===== config.mk =====
export PLATFORM = sky130hd
export DESIGN_NAME = ssz_ram
export DESIGN_NICKNAME = d
export VERILOG_FILES = /design/src/ssz_ram.sv
export SDC_FILE = /design/constraint.sdc
export NUM_CORES = 1
export LEC_CHECK = 0
export BUFFER_PORTS_ARGS = -buffer_cell sky130_fd_sc_hd__buf_2
export CAP_MARGIN = 20
export CORE_MARGIN = 2
export CORE_UTILIZATION = 45
export CTS_CLUSTER_SIZE = 8
export DETAILED_ROUTE_END_ITERATION = 8
export PLACE_DENSITY_LB_ADDON = 0.08
export SETUP_SLACK_MARGIN = 0.3
export SLEW_MARGIN = 40
export SYNTH_ARGS = -nofsm -noshare
export SYNTH_HDL_FRONTEND = slang
export SYNTH_SLANG_ARGS = --single-unit

===== constraint.sdc =====
create_clock -name clock -period 4.5 [get_ports clock]
set_input_delay 0.9 -clock clock [delete_from_list [all_inputs] [get_ports clock]]
set_output_delay 0.9 -clock clock [all_outputs]
set_load 0.02 [all_outputs]

===== src/ssz_ram.sv =====
// generic simple dual port ram with registered read
module ssz_ram #(
   parameter int WIDTH = 8,
   parameter int DEPTH = 16
) (
   input  logic                                   clock,
   input  logic                                   we,
   input  logic [(DEPTH > 1 ? $clog2(DEPTH) : 1)-1:0] waddr,
   input  logic [WIDTH-1:0]                       wdata,
   input  logic                                   re,
   input  logic [(DEPTH > 1 ? $clog2(DEPTH) : 1)-1:0] raddr,
   output logic [WIDTH-1:0]                       rdata
);

   logic [WIDTH-1:0] mem_ff [DEPTH];
   logic [WIDTH-1:0] rdata_ff;

   // write port and registered read port
   always_ff @(posedge clock) begin
      if (we) begin
         mem_ff[waddr] <= wdata;
      end
      if (re) begin
         rdata_ff <= mem_ff[raddr];
      end
   end

   assign rdata = rdata_ff;

endmodule


Yosys cells after proc, flatten, opt, wreduce, memory -nomap -nowiden
Memories as Yosys holds them, arrays and structs flattened. A register that Yosys moved wholly into a read port is not among the register bits.
Cells that the tools add are included.

operators by class
  $add $sub $neg = 0
  $mul = 0
  div/mod/pow operators = 0
  magnitude comparators = 0
  equal/unequal tests = 0
  shifts and indexed selects = 0
  multiplexer cells = 2
  bitwise logic cells = 0
  reduce and logical (&&, ||, !) cells = 0

operators by type and width
  operator           number
  1-bit two-way mux  2

word-level totals
  register bits = 0
  bits in latches = 0
  RAM bits = 128
  memory bits (read-only) = 0
  output and inout port bits = 8
  logic and storage cells = 3
  memories kept = 1

memories
  name    words  bits a word  read ports  clocked after Yosys merged registers in  write ports  line  text
  mem_ff  16     8            1           1                                        1            15    logic [WIDTH-1:0] mem_ff [DEPTH];

Logic depth before layout (Yosys ltp)
  depth after elaboration = 2
  gate-level depth with buffers = 5
  gate-level depth less buffers = 3

Least setup slack after synthesis
Ideal clock, no wire load.

  path kind = input to register
  start point = input waddr[2] (netlist bit)
  end point = memory mem_ff[0][0] (enable)
  data arrival time = 2010 ps
  data required time = 4117 ps
  setup slack = 2107 ps
  cell stages on the path = 2
  path buffers = 0
  cells stage by stage = or3b_2 > nor3_1

RTL lines
  item                line  text
  start: declaration  8     input logic [(DEPTH > 1 ? $clog2(DEPTH) : 1)-1:0] waddr,
  end: declaration    15

No word-level cell before the write port.

==> qor.yml <==
sta:
  fin_tns_setup_ns: 0
  fmax_mhz: 419
  rsz0062_at_grt: "no"
  timing.final.crit_share: 0.531
  relSlewSlack: 0.481
  worst_pin_slew_ns: 0.775
  slew_violations: 0
  setup_violations: 0
  hold_viol_final: 0
  clock_skew_ns: 0.00704
  fin_ws_ns: 2.11
  min_period_ns: 2.39
worst_hold_path:
  min_path_type: "register to register"
setup_path:
  start_kind: "primary input"
  worstSetupStartpoint: "raddr[0]"
  slowest_stage: "mux4_1"
  critPathKind: "primary input to register"
  reg2reg_from: "mem_ff[2][5]"
  arrival_ns: 2.54
  rrSetupSlack_ns: 2.96
  crit_required_ns: 4.65
  worst_path_largest_cell_delay_ns: 0.62
  r2r_end: "rdata[5]"
  end_kind: "register"
  cp-endpoint: "rdata[5]"
  rr_worst_depth: 3
  critPathBufInv: 2
  path_cells: "buf_2, buf_4, mux4_1, a22oi_1, nand2_1"
  critPathTopFamily: "multiplexers"
  path_depth: 5
  worst-path-max-fanout: 32
logic_synthesis:
  yosys.area.top_type: "edfxtp_1"
  synth_top_family_by_area: "multiplexers"
  synth_compound_area_frac: 0.0230
  ys_ff_latch: 136
  netlist_area_um2: 5230
  yosys.area_share.xor_xnor: 0
  synthAdderAreaFrac: 0
  synth_seq_area_share: 0.781
  syn-num-nets: 248
  ys_warn_count: 0
  synth-simple-area-share: 0.0314
  synth.distinct_cells: 18
  avgSynthCellArea_um2: 22.8
  synthCells: 229
  synth_top_area_share: 0.781
  synth.area.top_cells: "edfxtp_1 (78%), mux4_2 (7.8%), mux4_1 (7.0%), a22oi_1 (2.3%), nor2_1 (0.93%)"
  muxShareOfSynthArea: 0.148
die:
  die_h_um: 112
  core_um2: 11400
  row_count: 39
  io_pins: 27
  start_util: 0.460
  die_area_um2: 12500
  die_w_um: 112
grt:
  grt_pass1_vias: 2483
  groute.usage.overall: 0.186
  grt_first_pass_wirelength_um: 15800
  grt.overflow.total: 0
  grt_max_degree: 33
  antenna_found_initial: 0
clock_tree:
  ctsResizeCount: 0
  numCtsBuffers: 17
  cts_tree: "done"
  clock-sinks: 136
  clk_latency_ns: 0.42
  clk_pin_slew_ns: 0.05
  postCtsSetupBuffers: 0
  cts_root_buf: "clkbuf_16"
  cts_max_level: 4
  clock_path_buffers: 2
  hold_buffers: 0
placed_design:
  preCtsSetupSlack_ns: 1.65
  io_buffer_count: 26
  place.gp.congestion: 0.719
  hpwl_um: 6340
routing:
  wl_per_cell_um: 25.0
  drt_pass1_iterations: 4
  drtIter0Drc: 130
  drt_wl_total_um: 10600
  drc_errors: 0
  via_per_inst: 5.63
  vias: 2393
  antenna_left: 0
final_layout:
  final_common_cell: "edfxtp_1"
  layout_common_cells: "edfxtp_1 (136), buf_2 (25), mux4_2 (18), clkbuf_16 (17), a22oi_1 (16)"
  finalNetCount: 288
  fillCellCount: 892
  drive_gt1_frac: 0.287
  syn_to_final_growth_pct: 14.9
  final_util: 0.528
  diodes: 0
flow_run:
  maxCapViolations: 0
pwr:
  power_density_nw_per_um2: 453
  ir_drop_uv: 239
  power_leakage_nw: 1.97
run_status:
  status: "complete, no violations"
cell type report:
cell class | instances | area [um2] | area share
Clock inverter | 8 | 31.3 | 0.00521
Tap cell | 143 | 179 | 0.0298
Multi-Input combinational cell | 83 | 1090 | 0.181
Timing Repair Buffer | 31 | 170 | 0.0283
Clock buffer | 24 | 452 | 0.0752
Sequential cell | 136 | 4080 | 0.680
Yosys cell counts, drive strengths merged:
cell and instances:
nand3 1, buf 7, edfxtp 136, or3b 1
nor2b 1, and2 1, nor2 13, nor3 4
clkdlybuf4s25 3, nand2b 2, mux4 32, a22oi 16
nand3b 2, and2b 1, nand2 9
worst min path at each step:
stage,start,slack (ns),to,depth (start not counted)
final,mem_ff[6][7],0.75,rdata[7],3
after global routing,mem_ff[13][2],0.78,rdata[2],3
after CTS,mem_ff[6][7],0.75,rdata[7],3
after detailed placement,mem_ff[14][1],0.74,rdata[1],3
after global placement,mem_ff[11][5],0.73,rdata[5],3
after floorplan,mem_ff[7][0],0.70,rdata[0],3
worst min-delay path: cells and delay by family, from the launching register on:
family	cells	cell delay (ns)
simple gates	1	0.06
flops	1	0.31
mux	1	0.22
compound gates	1	0.06
layer usage:
metal	global-route usage	routed length, um
met1	0.261	4870
met2	0.272	4930
met3	0.0479	704
met4	0.0963	138
met5	0	0
through the flow:
stage / instance area (um2) / power [mW] / std cells / hold WS [ns]
final: 6010 / 2.72 / 425 / 0.746
after global routing: 6010 / 2.80 / 425 / 0.781
after CTS: 6000 / 2.74 / 425 / 0.751
after detailed placement: 5520 / 1.60 / 393 / 0.741
after global placement: 5490 / 1.59 / 393 / 0.731
after floorplan: 5230 / 1.54 / 229 / 0.705
power by group:
| part | switching (mW) | internal, mW |
|---|---|---|
| clock network | 0.462 | 0.687 |
| logic | 0.0832 | 0.0508 |
| registers | 0.00787 | 1.43 |
| total | 0.553 | 2.17 |
state kept, by name, summed over array words and instances, names as in the netlist:
register and flops:
mem_ff 128, rdata 8
kinds of logic after synthesis:
group / Yosys count
mux: 32
compound gates: 16
flops: 136
buf+inv: 10
simple gates: 35
Power figures use the tool's default switching activity.
