File: src/ssz_pkg.sv
// shared types and constants of the sphere splat depth-buffered renderer
package ssz_pkg;

   // request operation codes
   typedef enum logic [1:0] {
      OP_START = 2'd0,
      OP_FOLD  = 2'd1,
      OP_DRAW  = 2'd2,
      OP_READ  = 2'd3
   } op_type;

   // register indexes of the control port
   typedef enum logic [1:0] {
      REG_ROWS   = 2'd0,
      REG_COLS   = 2'd1,
      REG_RADIUS = 2'd2
   } reg_type;

   // top level sequencer
   typedef enum logic [2:0] {
      ST_CLEAR,
      ST_IDLE,
      ST_TABLE,
      ST_WALK,
      ST_READ_ADDR,
      ST_READ_MEM,
      ST_READ_OUT
   } state_type;

   // shade table builder
   typedef enum logic [1:0] {
      TAB_IDLE,
      TAB_SETUP,
      TAB_DIV,
      TAB_WRITE
   } tab_state_type;

   localparam int DEPTH_W = 18;
   localparam int COLOR_W = 24;
   localparam int Q_W     = 9;
   localparam int TAB_W   = 2 * Q_W;

   localparam logic signed [DEPTH_W-1:0] DEPTH_EMPTY = 18'sh20000;
   localparam logic [Q_W-1:0] Q_ONE          = 9'd256;
   localparam logic [Q_W-1:0] Q_THREE_TENTHS = 9'd77;
   localparam logic [7:0]     Q_SEVEN_TENTHS = 8'd179;
   localparam logic [7:0]     Q_SAT_LIMIT    = 8'd180;
   localparam logic [3:0]     DIV_TOP_BIT    = 4'd8;

endpackage

File: src/ssz_shade_tab.sv
// builds the per-bulge shade and depth intensity table for one draw
module ssz_shade_tab #(
   parameter int KW = 4
) (
   input  logic                                clock,
   input  logic                                reset,
   input  logic                                start,
   input  logic [KW-1:0]                       radius,
   input  logic signed [15:0]                  pos_depth,
   input  logic signed [ssz_pkg::DEPTH_W-1:0]  range_low,
   input  logic signed [ssz_pkg::DEPTH_W-1:0]  range_high,
   input  logic                                range_seen,
   output logic                                tab_we,
   output logic [KW-1:0]                       tab_waddr,
   output logic [ssz_pkg::TAB_W-1:0]           tab_wdata,
   output logic                                done
);

   ssz_pkg::tab_state_type phase_ff, phase_in;
   logic [KW-1:0]   dz_ff, dz_in;
   logic [3:0]      iter_ff, iter_in;
   logic [24:0]     inum_ff, inum_in;
   logic [16:0]     iden_ff, iden_in;
   logic            isat_ff, isat_in;
   logic [8:0]      iq_ff, iq_in;
   logic [KW+8:0]   snum_ff, snum_in;
   logic [8:0]      sq_ff, sq_in;

   logic signed [17:0] z2;
   logic signed [18:0] z_rel, span;
   logic [16:0]        dpos;
   logic [24:0]        num, lim;
   logic [25:0]        icmp;
   logic [KW+8:0]      scmp;
   logic [8:0]         inten;

   // per-bulge setup values
   always_comb begin
      z2    = 18'(pos_depth) + $signed({{(18-KW){1'b0}}, dz_ff});
      z_rel = 19'(z2) - 19'(range_low);
      span  = 19'(range_high) - 19'(range_low);
      dpos  = z_rel[18] ? 17'd0 : z_rel[16:0];
      num   = 25'(dpos) * 25'(ssz_pkg::Q_SEVEN_TENTHS);
      lim   = 25'(span[16:0]) * 25'(ssz_pkg::Q_SAT_LIMIT);
      icmp  = 26'(iden_ff) << iter_ff;
      scmp  = (KW+9)'(radius) << iter_ff;
      inten = isat_ff ? ssz_pkg::Q_ONE : ssz_pkg::Q_THREE_TENTHS + iq_ff;
   end

   // sequencer for setup, restoring division and table write
   always_comb begin
      phase_in = phase_ff;
      dz_in    = dz_ff;
      iter_in  = iter_ff;
      inum_in  = inum_ff;
      iden_in  = iden_ff;
      isat_in  = isat_ff;
      iq_in    = iq_ff;
      snum_in  = snum_ff;
      sq_in    = sq_ff;
      tab_we   = 1'b0;
      done     = 1'b0;
      case (phase_ff)
         ssz_pkg::TAB_IDLE: begin
            if (start) begin
               dz_in    = '0;
               phase_in = ssz_pkg::TAB_SETUP;
            end
         end
         ssz_pkg::TAB_SETUP: begin
            inum_in  = num;
            iden_in  = span[16:0];
            isat_in  = !range_seen || span[18] || (span == 19'sd0) || (num >= lim);
            snum_in  = {1'b0, dz_ff, 8'd0};
            iq_in    = '0;
            sq_in    = '0;
            iter_in  = ssz_pkg::DIV_TOP_BIT;
            phase_in = ssz_pkg::TAB_DIV;
         end
         ssz_pkg::TAB_DIV: begin
            if (26'(inum_ff) >= icmp) begin
               inum_in = 25'(26'(inum_ff) - icmp);
               iq_in   = iq_ff | (9'd1 << iter_ff);
            end
            if (snum_ff >= scmp) begin
               snum_in = snum_ff - scmp;
               sq_in   = sq_ff | (9'd1 << iter_ff);
            end
            if (iter_ff == 4'd0) begin
               phase_in = ssz_pkg::TAB_WRITE;
            end else begin
               iter_in = iter_ff - 4'd1;
            end
         end
         ssz_pkg::TAB_WRITE: begin
            tab_we = 1'b1;
            if (dz_ff == radius) begin
               done     = 1'b1;
               phase_in = ssz_pkg::TAB_IDLE;
            end else begin
               dz_in    = dz_ff + KW'(1);
               phase_in = ssz_pkg::TAB_SETUP;
            end
         end
         default: phase_in = ssz_pkg::TAB_IDLE;
      endcase
   end

   always_ff @(posedge clock) begin
      if (reset) begin
         phase_ff <= ssz_pkg::TAB_IDLE;
      end else begin
         phase_ff <= phase_in;
      end
      dz_ff   <= dz_in;
      iter_ff <= iter_in;
      inum_ff <= inum_in;
      iden_ff <= iden_in;
      isat_ff <= isat_in;
      iq_ff   <= iq_in;
      snum_ff <= snum_in;
      sq_ff   <= sq_in;
   end

   assign tab_waddr = dz_ff;
   assign tab_wdata = {sq_ff, inten};

endmodule

File: config.mk
export PLATFORM = sky130hd
export DESIGN_NAME = ssz_shade_tab
export DESIGN_NICKNAME = d
export VERILOG_FILES = /design/src/ssz_pkg.sv /design/src/ssz_shade_tab.sv
export SDC_FILE = /design/constraint.sdc
export NUM_CORES = 1
export LEC_CHECK = 0
export ABC_AREA = 1
export BUFFER_PORTS_ARGS = -buffer_cell sky130_fd_sc_hd__buf_2
export CAP_MARGIN = 20
export CORE_MARGIN = 5
export CORE_UTILIZATION = 40
export CTS_CLUSTER_SIZE = 28
export DETAILED_ROUTE_END_ITERATION = 8
export SYNTH_ARGS = -nofsm -noshare
export SYNTH_HDL_FRONTEND = slang
export SYNTH_SLANG_ARGS = --single-unit
File: constraint.sdc
create_clock -name clock -period 8.5 [get_ports clock]
set_input_delay 0.425 -clock clock [delete_from_list [all_inputs] [get_ports clock]]
set_output_delay 0.425 -clock clock [all_outputs]
set_load 0.1 [all_outputs]
### Word-level counts from Yosys, hierarchy flattened

Index checks and enable logic that the tools add are counted.

| operators by class | value |
|---|---|
| $add $sub $neg | 8 |
| multiply operators | 2 |
| div/mod/pow operators | 0 |
| order comparisons | 3 |
| equality and inequality tests | 10 |
| shift-type cells | 3 |
| multiplexer cells | 22 |
| bitwise gates (word level) | 2 |
| reductions and logical operators | 14 |

Operator list:

| cell | number |
|---|---|
| 25-bit case mux with 2 select lines | 1 |
| 9-bit case mux with 2 select lines | 2 |
| 9-bit 2-to-1 mux | 3 |
| 25-bit by 26-bit >= comparator with 1-bit output | 1 |
| 13-bit case mux with 2 select lines | 1 |
| 17-bit by 4-bit << shifter with 26-bit output | 1 |
| 25-bit >= comparator | 1 |
| 17-bit by 8-bit multiplier with 25-bit output (second input constant) | 1 |
| 25-bit 2-to-1 mux | 1 |
| 25-bit subtractor | 1 |
| 17-bit by 6-bit multiplier with 23-bit output (second input constant) | 1 |
| 19-bit zero test | 1 |
| 17-bit by 18-bit subtractor with 19-bit output | 1 |
| 18-bit by 18-bit subtractor with 19-bit output | 1 |
| 9-bit OR | 2 |
| 16-bit by 5-bit adder with 17-bit output | 1 |
| 17-bit 2-to-1 mux | 1 |
| 4-bit case mux with 2 select lines | 2 |
| 13-bit >= comparator | 1 |
| 13-bit 2-to-1 mux | 1 |
| 4-bit by 4-bit << shifter with 13-bit output | 1 |
| 13-bit subtractor | 1 |
| 4-bit 2-to-1 mux | 3 |
| 2-bit inequality test (second input constant) | 6 |
| other kinds (17) | 28 |

| storage, ports and cells | value |
|---|---|
| bits in registers | 84 |
| bits in latches | 0 |
| bits in writable memories | 0 |
| memory bits (read-only) | 0 |
| bits of input ports | 60 |
| output and inout port bits | 24 |
| memories | 0 |

### Longest topological paths before layout

| logic depth | value |
|---|---|
| word-level depth | 6 |
| gate-level depth with buffers | 47 |
| mapped depth without buffers | 47 |

### Least setup slack after synthesis

OpenSTA, ideal clock, no wires.

| timing path | value |
|---|---|
| path type | register to register |
| from | register dz_ff[3], in the netlist tab_waddr[3] |
| to | register isat_ff (data pin) |
| library setup time | 0.253 ns |
| arrival time | 7.263 ns |
| setup slack | 0.984 ns |
| cell stages (with the launch flop) | 45 |
| path buffers | 1 |
| period minus slack after synthesis | 7.516 ns |
| cell sequence | edfxtp_1 -> inv_1 -> fa_1 -> inv_1 -> ha_1 -> a21oi_2 -> o21ai_2 -> a21oi_2 -> nand2_2 -> nand2_2 -> nand2_1 -> nand2_2 -> nand2_4 -> buf_12 -> nor2_1 -> ha_1 -> inv_1 -> fa_1 -> [... 9 more ...] -> o21ai_2 -> nand3_1 -> nand2_1 -> nand2_1 -> and2_1 -> ha_1 -> nand2_1 -> inv_1 -> o21ai_0 -> nand2_1 -> nand2_1 -> nand2_1 -> nand2_1 -> nand3_1 -> nor2_1 -> nand3_1 -> nor2_1 -> nand2_1 |

| on the way | value |
|---|---|
| cells in the longest elaborated chain, start to end | 6 |

RTL lines:

| what | RTL line | text |
|---|---|---|
| start, declared | ssz_shade_tab.sv:20 | `logic [KW-1:0] dz_ff, dz_in;` |
| start signal, assigned | ssz_shade_tab.sv:115 | `dz_ff <= dz_in;` |
| 16-bit by 5-bit adder with 17-bit output | ssz_shade_tab.sv:39 | `z2 = 18'(pos_depth) + $signed({{(18-KW){1'b0}}, dz_ff});` |
| 17-bit by 18-bit subtractor with 19-bit output | ssz_shade_tab.sv:40 | `z_rel = 19'(z2) - 19'(range_low);` |
| 17-bit 2-to-1 mux | ssz_shade_tab.sv:42 | `dpos = z_rel[18] ? 17'd0 : z_rel[16:0];` |
| 17-bit by 8-bit multiplier with 25-bit output | ssz_shade_tab.sv:43 | `num = 25'(dpos) * 25'(ssz_pkg::Q_SEVEN_TENTHS);` |
| 25-bit >= comparator | ssz_shade_tab.sv:73 | `isat_in = !range_seen \|\| span[18] \|\| (span == 19'sd0) \|\| (num >= lim);` |
| 1-bit logical OR | ssz_shade_tab.sv:73 |  |
| end signal, assigned | ssz_shade_tab.sv:119 | `isat_ff <= isat_in;` |
| end, declared | ssz_shade_tab.sv:24 | `logic isat_ff, isat_in;` |

Every way passes these cells.
A chain may end at the register's enable or synchronous reset.

### Worst setup path after layout

Same ends and word-level chain as after synthesis.

==> impl_metrics.yaml <==
global_routing:
  grt_pass1_vias: 13200
  overflow: 0
  antenna_found_initial: 3
  grt_max_degree: 66
  track_usage_pct: 20.4
  grt_pass1_wl_mm: 67.6
synth:
  ys_warn_count: 0
  synth-seq-area-share_pct: 17.1
  ys.flop_type: "edfxtp_1"
  synth_area_leaders: "ha_1 20%, edfxtp_1 17%, nand2_1 12%"
  syn_inst: 2058
  ys_ff_latch: 84
  synth_enable_flop_cells: 82
  syn_nets: 2431
  syn_area_sq_mm: 0.0146
  async_flop_share_pct: 0
  synth_top_area_share_pct: 20.3
  syn-mean-instance-area_sq_um: 7.11
  synth.largest_area_cell: "ha_1"
  synth_cell_types: 56
timing:
  tightest_slew_ns: 1.00
  drv_slew: 0
  fin_crit_ns: 7.76
  final.setup.tns_ns: 0
  fmax_mhz: 129
  max_slew_margin_pct: 32.8
  setup_viol: 0
  final-hold-violation-count: 0
  rsz0062_at_grt: "false"
  fin_crit_sh_pct: 91.3
  finClkSkew_ns: 0.0111
clocking:
  clock-sinks: 84
  cts_tree: "built"
  clk_latency_ns: 0.35
  clockBufferDepth: 2
  clkSlewWorstSetupHoldPaths_ns: 0.07
  htreeDepth: 3
  root_buffer: "clkbuf_16"
  numCtsBuffers: 9
critical_path:
  worstPathRequired_ns: 8.60
  criticalPathCategory: "reg -> reg"
  path_buf_inv: 5
  crit_family: "adder cells"
  critPathMaxFanout: 16
  worstSetupStartpoint: "tab_waddr[3]"
  crit_top_cell: "nand2_1"
  cpMaxStageDelayCell: "fa_1"
  max_stage_delay_ns: 0.54
  crit_path_start_kind: "register"
  critPathArrivalTime_ns: 7.86
  r2r-start: "tab_waddr[3]"
  crit_path_end_kind: "register"
floorplanning:
  die_w_um: 201
  rows: 70
  dieHeight_um: 201
  die_area_sq_mm: 0.0405
  initial_core_util_pct: 40.3
  core_area_sq_mm: 0.0363
  io-pin-count: 84
cells_and_area:
  antenna_cells: 0
  nNetsFinal: 2503
  areaGrowthSynthToFinish_pct: 8.25
  drive_gt1_share_pct: 7.35
routing:
  route.final.wire_length_mm: 42.2
  drc_errors: 0
  drtPass1Iterations: 5
  vias_per_cell: 5.19
  vias: 13500
  ant_nets: 0
  drt_iter0_drc: 747
  wire_per_inst_um: 16.2
flow_run:
  max_cap_violations: 0
hold_path:
  hp-start: "reset"
  hp-class: "in -> reg"
place:
  portBuffers: 83
  gp_congestion: 0.939
  post-dp-hpwl_mm: 36.6
outcome:
  status: "finished, final reports clean"
## timing repair
item | 4_1_cts | 5_1_grt
endpoints found under the hold margin | 0 | 0
hold buffers | 0 | 0
buffers inserted | 0 | 0
endpoints found under the setup margin | 0 | 1
resized for setup | 0 | 2
## placed cells by master (no fill, tap or decap), drive strengths merged, types with 3 or more instances in the layout
master and n:
a31oi 14, or2 16, mux2i 4, o22ai 5, xnor2 25, buf 87, clkbuf 10, and2 6
nand4 32, a21o 15, xor2 33, o21bai 12, o21a 4, a21oi 162, o211ai 3, nor3 24
inv 395, o21ai 118, a22oi 6, nor2 152, nand3 100, fa 75, nand3b 16, ha 238
nand2 483, edfxtp 82
## cell usage after synthesis, types with 2 or more instances
master	count
nand4_1	32
nand3_1	99
inv_2	8
and2_1	6
clkbuf_1	12
xor2_1	33
nand2_2	3
a21o_1	15
nand2_1	479
nor3_2	2
buf_2	9
ha_1	238
mux2i_1	4
o21bai_1	11
inv_1	385
a31oi_1	13
a21oi_2	2
nand3b_1	15
o21a_1	4
edfxtp_1	82
a21oi_1	160
buf_1	3
nor2_2	4
o21ai_1	8
a22oi_1	6
nor3_1	22
xnor2_1	25
nor2_4	6
fa_1	75
o21ai_2	5
dfxtp_1	2
or2_2	15
nor2_1	142
o22ai_1	5
o21ai_0	105
o211ai_1	3
## registers in the layout (all words and copies together) (netlist names)
register / count
tab_waddr: 4
snum_ff: 13
phase_ff: 2
isat_ff: 1
inum_ff: 25
iden_ff: 17
iter_ff: 4
iq_ff: 9
sq_ff: 9
## through the flow
step | area (sq um) | hold WS, ns | setup WS, ns | cells | util [%]
floorplan | 14600 | 0.479 | 0.984 | 2058 | -
global placement | 15500 | 0.505 | 0.686 | 2587 | 42.8
detailed placement | 15500 | 0.513 | 0.583 | 2587 | 42.8
CTS | 15800 | 0.239 | 0.568 | 2603 | 43.6
global route | 15800 | 0.242 | 0.104 | 2603 | 43.6
finish | 15800 | 0.254 | 0.736 | 2603 | 43.6
## cells by family after synthesis
family | share of synthesized area (%)
AO/OA/AOI/OAI | 13.2
flip-flops | 17.1
buffers and inverters | 11.0
adder cells (fa/ha/maj) | 30.6
XOR/XNOR | 3.47
multiplexers | 0.274
AND/OR/NAND/NOR | 24.4
## final timing paths
path	to	slack [ns]	cells past startpoint
setup / recovery	isat_ff	0.74	40
hold / removal	phase_ff[0]	0.25	2
setup reg to reg	isat_ff	0.74	40
hold reg to reg	phase_ff[0]	0.53	2
## final cells by class
class | instances | area, sq um
Tap cell | 468 | 586
Inverter | 394 | 1480
Timing Repair Buffer | 87 | 445
Multi-Input combinational cell | 1554 | 10500
Clock inverter | 6 | 71.3
Sequential cell | 84 | 2500
Clock buffer | 10 | 229
Fill cell | 3753 | 20500
## per-layer routing
layer | up-vias | GRT usage [%] | part of all wire (%)
li1 | 6873 | - | -
met2 | 317 | 36.4 | 49
met3 | 41 | 2.10 | 3.9
met4 | 4 | 4.20 | 1.5
met1 | 6283 | 27.0 | 46
met5 | - | 0 | 0.064
Power is not shown: default switching activity piles up to over one toggle a cycle in this logic, so the estimate is an artifact.
