**src/ssz_pkg.sv**
```systemverilog
// shared types and constants of the sphere splat depth-buffered renderer
package ssz_pkg;

   // request operation codes
   typedef enum logic [1:0] {
      OP_START = 2'd0,
      OP_FOLD  = 2'd1,
      OP_DRAW  = 2'd2,
      OP_READ  = 2'd3
   } op_type;

   // register indexes of the control port
   typedef enum logic [1:0] {
      REG_ROWS   = 2'd0,
      REG_COLS   = 2'd1,
      REG_RADIUS = 2'd2
   } reg_type;

   // top level sequencer
   typedef enum logic [2:0] {
      ST_CLEAR,
      ST_IDLE,
      ST_TABLE,
      ST_WALK,
      ST_READ_ADDR,
      ST_READ_MEM,
      ST_READ_OUT
   } state_type;

   // shade table builder
   typedef enum logic [1:0] {
      TAB_IDLE,
      TAB_SETUP,
      TAB_DIV,
      TAB_WRITE
   } tab_state_type;

   localparam int DEPTH_W = 18;
   localparam int COLOR_W = 24;
   localparam int Q_W     = 9;
   localparam int TAB_W   = 2 * Q_W;

   localparam logic signed [DEPTH_W-1:0] DEPTH_EMPTY = 18'sh20000;
   localparam logic [Q_W-1:0] Q_ONE          = 9'd256;
   localparam logic [Q_W-1:0] Q_THREE_TENTHS = 9'd77;
   localparam logic [7:0]     Q_SEVEN_TENTHS = 8'd179;
   localparam logic [7:0]     Q_SAT_LIMIT    = 8'd180;
   localparam logic [3:0]     DIV_TOP_BIT    = 4'd8;

endpackage

```
**src/ssz_raster.sv**
```systemverilog
// disk offset walk, bulge square root pipeline, depth test and shading
module ssz_raster #(
   parameter int KW  = 4,
   parameter int RW  = 8,
   parameter int CW  = 8,
   parameter int RIW = 7,
   parameter int CIW = 7,
   parameter int AW  = 14
) (
   input  logic                                clock,
   input  logic                                reset,
   input  logic                                start,
   input  logic [KW-1:0]                       radius,
   input  logic signed [15:0]                  pos_row,
   input  logic signed [15:0]                  pos_col,
   input  logic signed [15:0]                  pos_depth,
   input  logic [7:0]                          color_first,
   input  logic [7:0]                          color_second,
   input  logic [7:0]                          color_third,
   input  logic [RW-1:0]                       rows_eff,
   input  logic [CW-1:0]                       cols_eff,
   output logic [AW-1:0]                       depth_raddr,
   input  logic [ssz_pkg::DEPTH_W-1:0]         depth_rdata,
   output logic [KW-1:0]                       tab_raddr,
   input  logic [ssz_pkg::TAB_W-1:0]           tab_rdata,
   output logic                                depth_we,
   output logic [AW-1:0]                       depth_waddr,
   output logic [ssz_pkg::DEPTH_W-1:0]         depth_wdata,
   output logic                                color_we,
   output logic [AW-1:0]                       color_waddr,
   output logic [ssz_pkg::COLOR_W-1:0]         color_wdata,
   output logic                                done
);

   // offset walk
   logic               walk_ff;
   logic signed [KW:0] dx_ff, dy_ff;
   logic signed [KW:0] r_s;
   logic [2*KW-1:0]    r_sq;
   logic signed [2*KW+1:0] rr_s, dx2, dy2, rem_s;
   logic signed [16:0] x2, y2;
   logic               s0_v;

   assign r_s  = $signed({1'b0, radius});
   assign r_sq = (2*KW)'(radius) * (2*KW)'(radius);

   always_comb begin
      rr_s  = $signed({2'b00, r_sq});
      dx2   = (2*KW+2)'(dx_ff) * (2*KW+2)'(dx_ff);
      dy2   = (2*KW+2)'(dy_ff) * (2*KW+2)'(dy_ff);
      rem_s = rr_s - dx2 - dy2;
      x2    = 17'(pos_row) + 17'(dx_ff);
      y2    = 17'(pos_col) + 17'(dy_ff);
      s0_v  = walk_ff && !rem_s[2*KW+1] && (rem_s != '0)
              && !x2[16] && (x2[15:0] < 16'(rows_eff))
              && !y2[16] && (y2[15:0] < 16'(cols_eff));
   end

   always_ff @(posedge clock) begin
      if (reset) begin
         walk_ff <= 1'b0;
      end else if (start) begin
         walk_ff <= 1'b1;
         dx_ff   <= -r_s;
         dy_ff   <= -r_s;
      end else if (walk_ff) begin
         if (dy_ff == r_s) begin
            dy_ff <= -r_s;
            if (dx_ff == r_s) begin
               walk_ff <= 1'b0;
            end else begin
               dx_ff <= dx_ff + (KW+1)'(1);
            end
         end else begin
            dy_ff <= dy_ff + (KW+1)'(1);
         end
      end
   end

   // offset registers
   logic             p1_v_ff;
   logic [2*KW-1:0]  p1_rem_ff;
   logic [RIW-1:0]   p1_x_ff;
   logic [CIW-1:0]   p1_y_ff;

   always_ff @(posedge clock) begin
      if (reset) begin
         p1_v_ff <= 1'b0;
      end else begin
         p1_v_ff <= s0_v;
      end
      p1_rem_ff <= rem_s[2*KW-1:0];
      p1_x_ff   <= x2[RIW-1:0];
      p1_y_ff   <= y2[CIW-1:0];
   end

   // pixel address
   logic [RIW+CW-1:0] row_base;
   logic [AW-1:0]     p1_addr;

   assign row_base = (RIW+CW)'(p1_x_ff) * (RIW+CW)'(cols_eff);
   assign p1_addr  = AW'(row_base) + AW'(p1_y_ff);

   // square root stages, one result bit each
   logic [KW:0]      s_v_ff;
   logic [2*KW-1:0]  s_rem_ff  [KW+1];
   logic [AW-1:0]    s_addr_ff [KW+1];
   logic [KW-1:0]    s_res_ff  [KW+1];

   always_ff @(posedge clock) begin
      if (reset) begin
         s_v_ff <= '0;
      end else begin
         s_v_ff <= {s_v_ff[KW-1:0], p1_v_ff};
      end
      s_rem_ff[0]  <= p1_rem_ff;
      s_addr_ff[0] <= p1_addr;
      s_res_ff[0]  <= '0;
   end

   for (genvar k = 0; k < KW; k++) begin : g_sqrt
      localparam int B = KW - 1 - k;
      logic [KW-1:0]   trial;
      logic [2*KW-1:0] trial_sq;

      assign trial    = s_res_ff[k] | (KW'(1) << B);
      assign trial_sq = (2*KW)'(trial) * (2*KW)'(trial);

      always_ff @(posedge clock) begin
         s_rem_ff[k+1]  <= s_rem_ff[k];
         s_addr_ff[k+1] <= s_addr_ff[k];
         s_res_ff[k+1]  <= (trial_sq <= s_rem_ff[k]) ? trial : s_res_ff[k];
      end
   end

   // memory read stage
   logic           m_v_ff;
   logic [AW-1:0]  m_addr_ff;
   logic [KW-1:0]  m_dz_ff;

   assign depth_raddr = s_addr_ff[KW];
   assign tab_raddr   = s_res_ff[KW];

   always_ff @(posedge clock) begin
      if (reset) begin
         m_v_ff <= 1'b0;
      end else begin
         m_v_ff <= s_v_ff[KW];
      end
      m_addr_ff <= s_addr_ff[KW];
      m_dz_ff   <= s_res_ff[KW];
   end

   // depth test and depth write
   logic signed [17:0] z2;
   logic               hit;

   assign z2  = 18'(pos_depth) + $signed({{(18-KW){1'b0}}, m_dz_ff});
   assign hit = m_v_ff && ($signed(depth_rdata) < z2);

   assign depth_we    = hit;
   assign depth_waddr = m_addr_ff;
   assign depth_wdata = z2;

   // shade times intensity
   logic                 c_v_ff;
   logic [AW-1:0]        c_addr_ff;
   logic [2*ssz_pkg::Q_W-1:0] c_ps_ff;

   always_ff @(posedge clock) begin
      if (reset) begin
         c_v_ff <= 1'b0;
      end else begin
         c_v_ff <= hit;
      end
      c_addr_ff <= m_addr_ff;
      c_ps_ff   <= (2*ssz_pkg::Q_W)'(tab_rdata[ssz_pkg::TAB_W-1:ssz_pkg::Q_W])
                 * (2*ssz_pkg::Q_W)'(tab_rdata[ssz_pkg::Q_W-1:0]);
   end

   // channel scaling with saturation
   logic [25:0] prod_b, prod_g, prod_r;
   logic [7:0]  ch_b, ch_g, ch_r;

   always_comb begin
      prod_b = 26'(color_third) * 26'(c_ps_ff);
      prod_g = 26'(color_first) * 26'(c_ps_ff);
      prod_r = 26'(color_second) * 26'(c_ps_ff);
      ch_b   = (|prod_b[25:24]) ? 8'hFF : prod_b[23:16];
      ch_g   = (|prod_g[25:24]) ? 8'hFF : prod_g[23:16];
      ch_r   = (|prod_r[25:24]) ? 8'hFF : prod_r[23:16];
   end

   assign color_we    = c_v_ff;
   assign color_waddr = c_addr_ff;
   assign color_wdata = {ch_r, ch_g, ch_b};

   assign done = !walk_ff && !p1_v_ff && !(|s_v_ff) && !m_v_ff && !c_v_ff;

endmodule

```
**config.mk**
```make
export PLATFORM = sky130hd
export DESIGN_NAME = ssz_raster
export DESIGN_NICKNAME = d
export VERILOG_FILES = /design/src/ssz_pkg.sv /design/src/ssz_raster.sv
export SDC_FILE = /design/constraint.sdc
export NUM_CORES = 2
export LEC_CHECK = 0
export BUFFER_PORTS_ARGS = -buffer_cell sky130_fd_sc_hd__buf_2
export CORE_MARGIN = 2
export CORE_UTILIZATION = 45
export CTS_CLUSTER_DIAMETER = 100
export DETAILED_ROUTE_END_ITERATION = 10
export PLACE_DENSITY = 0.65
export SYNTH_ARGS = -nofsm -noshare
export SYNTH_HDL_FRONTEND = slang
export SYNTH_SLANG_ARGS = --single-unit
```
**constraint.sdc**
```tcl
create_clock -name clock -period 17.3 [get_ports clock]
set_clock_uncertainty 0.2 [all_clocks]
set_input_delay 0.865 -clock clock [delete_from_list [all_inputs] [get_ports clock]]
set_output_delay 0.865 -clock clock [all_outputs]
set_load 0.05 [all_outputs]
```
# --- After elaboration in Yosys (flattened, before gate mapping) ---
# Memories as Yosys holds them, arrays and structs flattened.
# Index checks and enable logic that the tools add are counted.
word_totals:
  reg_bits: 91
  ram_bits: 130
  input_bits: 131
  out_inout_bits: 91
  word_cells: 95
  n_memories: 3
classes:
  order_cmp: 7
  bitwise: 1
  reduce_logical: 28
  n_mux: 18
  eq_ne: 3
  addsub: 9
  n_mul: 12
memory_table:
  columns: ["memory", "words", "width", "read_ports", "rd_clocked_by_memory_dff", "write_ports", "line", "source"]
  rows:
  - ["s_addr_ff", 5, 14, 5, 0, 5, "ssz_raster.sv:107", "logic [AW-1:0] s_addr_ff [KW+1];"]
  - ["s_rem_ff", 5, 8, 4, 0, 5, "ssz_raster.sv:106", "logic [2*KW-1:0] s_rem_ff [KW+1];"]
  - ["s_res_ff", 5, 4, 5, 0, 5, "ssz_raster.sv:108", "logic [KW-1:0] s_res_ff [KW+1];"]
op_table:
  columns: ["op", "n"]
  rows:
  - ["8-bit by 18-bit multiplier with 26-bit output", 3]
  - ["16-bit by 5-bit adder with 17-bit output", 3]
  - ["4-bit by 4-bit multiplier with 8-bit output", 5]
  - ["5-bit two-way mux", 7]
  - ["8-bit <= comparator", 4]
  - ["16-bit by 8-bit less-than comparator with 1-bit output", 2]
  - ["8-bit two-way mux", 3]
  - ["5-bit by 5-bit multiplier with 10-bit output", 2]
  - ["18-bit by 17-bit less-than comparator with 1-bit output", 1]
  - ["9-bit by 9-bit multiplier with 18-bit output", 1]
  - ["14-bit by 7-bit adder with 14-bit output", 1]
  - ["7-bit by 8-bit multiplier with 14-bit output", 1]
  - ["1-bit logical AND", 11]
  - ["5-bit by 2-bit adder with 5-bit output, second input constant", 2]
  - ["5-bit equality test", 2]
  - ["10-bit nonzero test", 1]
  - ["10-bit subtractor", 1]
  - ["9-bit by 10-bit subtractor with 10-bit output", 1]
  - ["1-bit logical NOT", 8]
  - ["2-bit OR reduction", 3]
  - ["1-bit two-way mux", 5]
  - ["4-bit negator with 5-bit output", 1]
  - ["5-bit OR reduction", 1]
  - ["4-bit two-way mux", 1]
  - ["other kinds (7)", 8]

# --- Depth between registers and ports, before layout ---
logic_depth:
  depth_word: 10
  mapped_depth: 22
  depth_no_buf: 21

# --- Worst setup path after synthesis ---
# No wires, ideal clock.
synth_timing:
  kind: "in2out"
  from: "input color_first[7]"
  to: "output color_wdata[10] in the netlist's numbering"
  required_ns: 16.235
  arrival_ns: 6.144
  stages: 18
  n_path_buf: 2
  setup_slack_ns: 10.091
  cell_sequence: "clkbuf_1 clkbuf_1 nand2_1 fa_1 inv_1 fa_1 fa_1 fa_1 ha_1 a21o_1 a21o_1 a21oi_1 a21oi_1 nor3_1 nor3b_1 nand4_1 o31ai_1 o21ai_0"
synth_between:
  elab_chain_cells: 3
synth_rtl:
  columns: ["element", "line", "source"]
  rows:
  - ["start, declared", "ssz_raster.sv:17", "input logic [7:0] color_first,"]
  - ["8-bit by 18-bit multiplier with 26-bit output (*)", "ssz_raster.sv:187", "prod_g = 26'(color_first) * 26'(c_ps_ff);"]
  - ["2-bit OR reduction", "ssz_raster.sv:190", "ch_g = (|prod_g[25:24]) ? 8'hFF : prod_g[23:16];"]
  - ["8-bit two-way mux (*)", "ssz_raster.sv:190", null]
  - ["end, declared", "ssz_raster.sv:31", "output logic [ssz_pkg::COLOR_W-1:0] color_wdata,"]
# Mark *: on every way between the ends. The rest lies on a longest branch, timed or not.

# --- Worst setup path in the final report ---
layout_timing:
  from: "register c_ps_ff[9] in the netlist's numbering"
  to: "output color_wdata[8] in the netlist's numbering"
layout_between:
  elab_chain_cells: 3
layout_rtl:
  columns: ["element", "line", "source"]
  rows:
  - ["start, declared", "ssz_raster.sv:168", "logic [2*ssz_pkg::Q_W-1:0] c_ps_ff;"]
  - ["start signal, assigned", "ssz_raster.sv:177", "c_ps_ff <= (2*ssz_pkg::Q_W)'(tab_rdata[ssz_pkg::TAB_W-1:ssz_pkg::Q_W])"]
  - ["8-bit by 18-bit multiplier with 26-bit output (*)", "ssz_raster.sv:187", null]
  - ["2-bit OR reduction", "ssz_raster.sv:190", null]
  - ["8-bit two-way mux (*)", "ssz_raster.sv:190", null]
# Marks and branches as above.

==> impl_results.md <==
- Mapped Cells: 2829
- Largest net degree at the start of global routing: 25
- Final WS setup: 9.44 ns
- Core Box Area: 57700 um^2
- Req. time, crit path: 16.23 ns
- Grt ovf: 0
- Fin crit period: 7.86 ns
- Reg clk slew, reported paths: 0.07 ns
- Final setup viols: 0
- Synth Area in Compound Gates: 6.30%
- Vias: 19.1k
- First-pass GRT wire length: 97500 um
- Number of flops mapped to enable cells by yosys: 10
- Crit share post-route: 45.4%
- CTS-repair resized insts: 0
- Worst path cell trace: nand2_1, fa_1, inv_1, fa_1, fa_1, fa_1, ha_1, and4_1, o2111ai_1, a21oi_1, nor3_1, nor3b_1, o31ai_1, o22ai_1, buf_2
- CTS tree: built
- Ys Warns: 0
- Seq cells post-synth: 203
- Critical path peak fanout: 24
- DR WL/cell: 15.2 um
- Total track usage: 19.6%
- RSZ-0062 raised after global routing: false
- H-tree depth: 1
- Delay-heaviest family, CP: adder cells
- FMAX: 127 MHz
- Maxcap violations: 0
- CTS root buf: clkbuf_16
- Ratio of cells with drive above 1 in the final layout: 10.2%
- Die Height: 245 um
- Non-filler instance count after layout: 3760
- DR iter-0 viols: 851
- Drt drc: 0
- Final Hold Viols: 0
- Initial Utilization: 45.5%
- Simple-Gate Fraction of Synth Area: 16.7%
- Worst r2r dst: p1_v_ff$_SDFF_PP0_
- Largest stage delay, worst path: 1.01 ns
- CTS Hold Buffers Added: 0
- Antenna Nets Post-Route: 0
- Multiplexer area fraction after synthesis: 0.358%
- Startpoint Class: flop
- TNS Setup: 0 ns
- Rows: 88
- Slew Viols, Final: 0
- Seq/Total Area, Yosys: 15.9%
- Crit path buf inv count: 2
- Number of global-route vias before repair: 20.5k
- Net Count, Synth: 3712
- Worst-case reg-to-reg path depth: 18
- Yosys top cell area share: 31.8%
- Avg Vias per Cell: 5.07
- Area growth syn-to-layout: 9.72%
- Ys flop type: dfxtp_1
- XOR/XNOR Fraction of Synth Area: 3.91%
- Slew @ Worst Pin: 1.22 ns
- Io pins: 222
- Slowest cell on the critical path: dfxtp_1
- Clock Latency Late Sink: 0.54 ns
- CTS sink count: 203
- Dominant cell type by area after synthesis: fa_1
- CP endpoint kind: output port
- Post-synthesis adder-cell area fraction: 47.8%
- Syn Area/Cell: 9.27 um^2
- Post-detail-place hpwl: 46300 um
- Setup Crit Path Kind: flop to output port
- Most frequent CP cell: fa_1
- Clock Path Buffers: 3
- Post-Place Worst Slack: 9.64 ns
- DRT Pass-1 Iters: 6
- I/O Buffers: 221
- Hold depth: 0
- Hold EP: s_addr_ff[0][44]$_DFF_P_
- CP Depth: 15
- Number of library cell types mapped by synthesis: 70
- FF-to-FF setup slack: 10.74 ns
- Die width: 245 um
- Largest family of logic cells by synthesized area: adder cells
- Setup Buffers After CTS: 0
- Status: finished, final reports clean
- WL final: 57200 um
- Rel. slew slack: 17.7%
- Layout Nets: 3860
- Hold Crit Start: s_addr_ff[0][30]$_DFF_P_
- Synth area leaders: fa_1 32%, ha_1 16%, dfxtp_1 15%, inv_1 7.3%, and2_1 6.3%
- Fillers: 5406
- Placed Instances: 3717
- Reg2Reg Launch Point: dx_ff[4]$_DFFE_PP_
- Synthesized cell area: 26200 um^2
- Initial antenna violation count: 0
- Worst endpoint data arrival time: 6.79 ns
- Total die area: 60200 um^2
- RePlAce Congestion: 0.849
- Worst Hold Class: flop to flop
- Async SR Flop Fraction: 0%
- Num CTS Buffers: 23
[cell families after synthesis]
kind of cell | after synthesis
buffers and inverters | 622
AND/OR/NAND/NOR | 874
XOR/XNOR | 117
multiplexers | 9
flip-flops | 203
adder cells (fa/ha/maj) | 752
AO/OA/AOI/OAI | 252
[worst max-delay path by stage]
stage	slack (ns)	endpoint	from
after floorplan	10.09	color_wdata[10]	color_first[7]
after global placement	9.68	color_wdata[15]	color_first[4]
after detailed placement	9.64	color_wdata[8]	color_first[4]
after CTS	9.38	color_wdata[8]	c_ps_ff[9]$_DFF_P_
after global routing	9.00	color_wdata[10]	c_ps_ff[9]$_DFF_P_
final	9.44	color_wdata[8]	c_ps_ff[9]$_DFF_P_
[final cells by class]
type | count | area, um^2 | area share (%)
Clock inverter | 17 | 253 | 0.878
Sequential cell | 203 | 4160 | 14.5
Antenna cell | 1 | 2.50 | 0.00869
Multi-Input combinational cell | 2004 | 19700 | 68.4
Timing Repair Buffer | 238 | 1230 | 4.29
Tap cell | 765 | 957 | 3.33
Inverter | 507 | 1900 | 6.61
Clock buffer | 25 | 593 | 2.06
[Yosys cell counts, drive strengths merged (19+ instances only)]
library cell  count
a21o             35
a21oi            64
and2            264
clkbuf          100
dfxtp           193
fa              417
ha              335
inv             507
nand2           382
nand3            29
nand4            20
nor2             68
nor2b            24
nor3             19
o21ai            59
xnor2            69
xor2             48
[metrics by stage]
step	hold WS [ns]	util (%)	instance area, um^2
after floorplan	0.110	-	26200
after global placement	0.110	48.4	27900
after detailed placement	0.112	48.4	27900
after CTS	0.126	49.9	28800
after global routing	0.127	49.9	28800
final	0.125	49.9	28800
[cell usage in the layout, fill, tap and decap left out, drive strengths merged, types with 29 or more instances in the layout]
| master | count |
|---|---|
| inv | 516 |
| fa | 417 |
| nand2 | 382 |
| ha | 335 |
| and2 | 264 |
| buf | 238 |
| dfxtp | 193 |
| xnor2 | 69 |
| nor2 | 68 |
| a21oi | 64 |
| o21ai | 59 |
| xor2 | 48 |
| a21o | 35 |
| nand3 | 29 |
[flip-flops by register name, indices dropped and copies added (netlist names)]
name and count:
m_v_ff 1, s_v_ff 5, p1_rem_ff 8, p1_v_ff 1, walk_ff 1, s_res_ff 10
p1_x_ff 7, color_waddr 14, color_we 1, dy_ff 5, dx_ff 5, m_dz_ff 4
c_ps_ff 18, s_rem_ff 32, depth_waddr 14, s_addr_ff 70, p1_y_ff 7
[routing by layer]
layer,track usage (%),vias up,wire length (um)
met5,0,-,0
met2,35.6,361,29000
li1,-,9064,-
met4,4.55,0,1090
met3,1.78,75,2270
met1,25.2,9566,24900
Power is not shown: default switching activity piles up to over one toggle a cycle in this logic, so the estimate is an artifact.
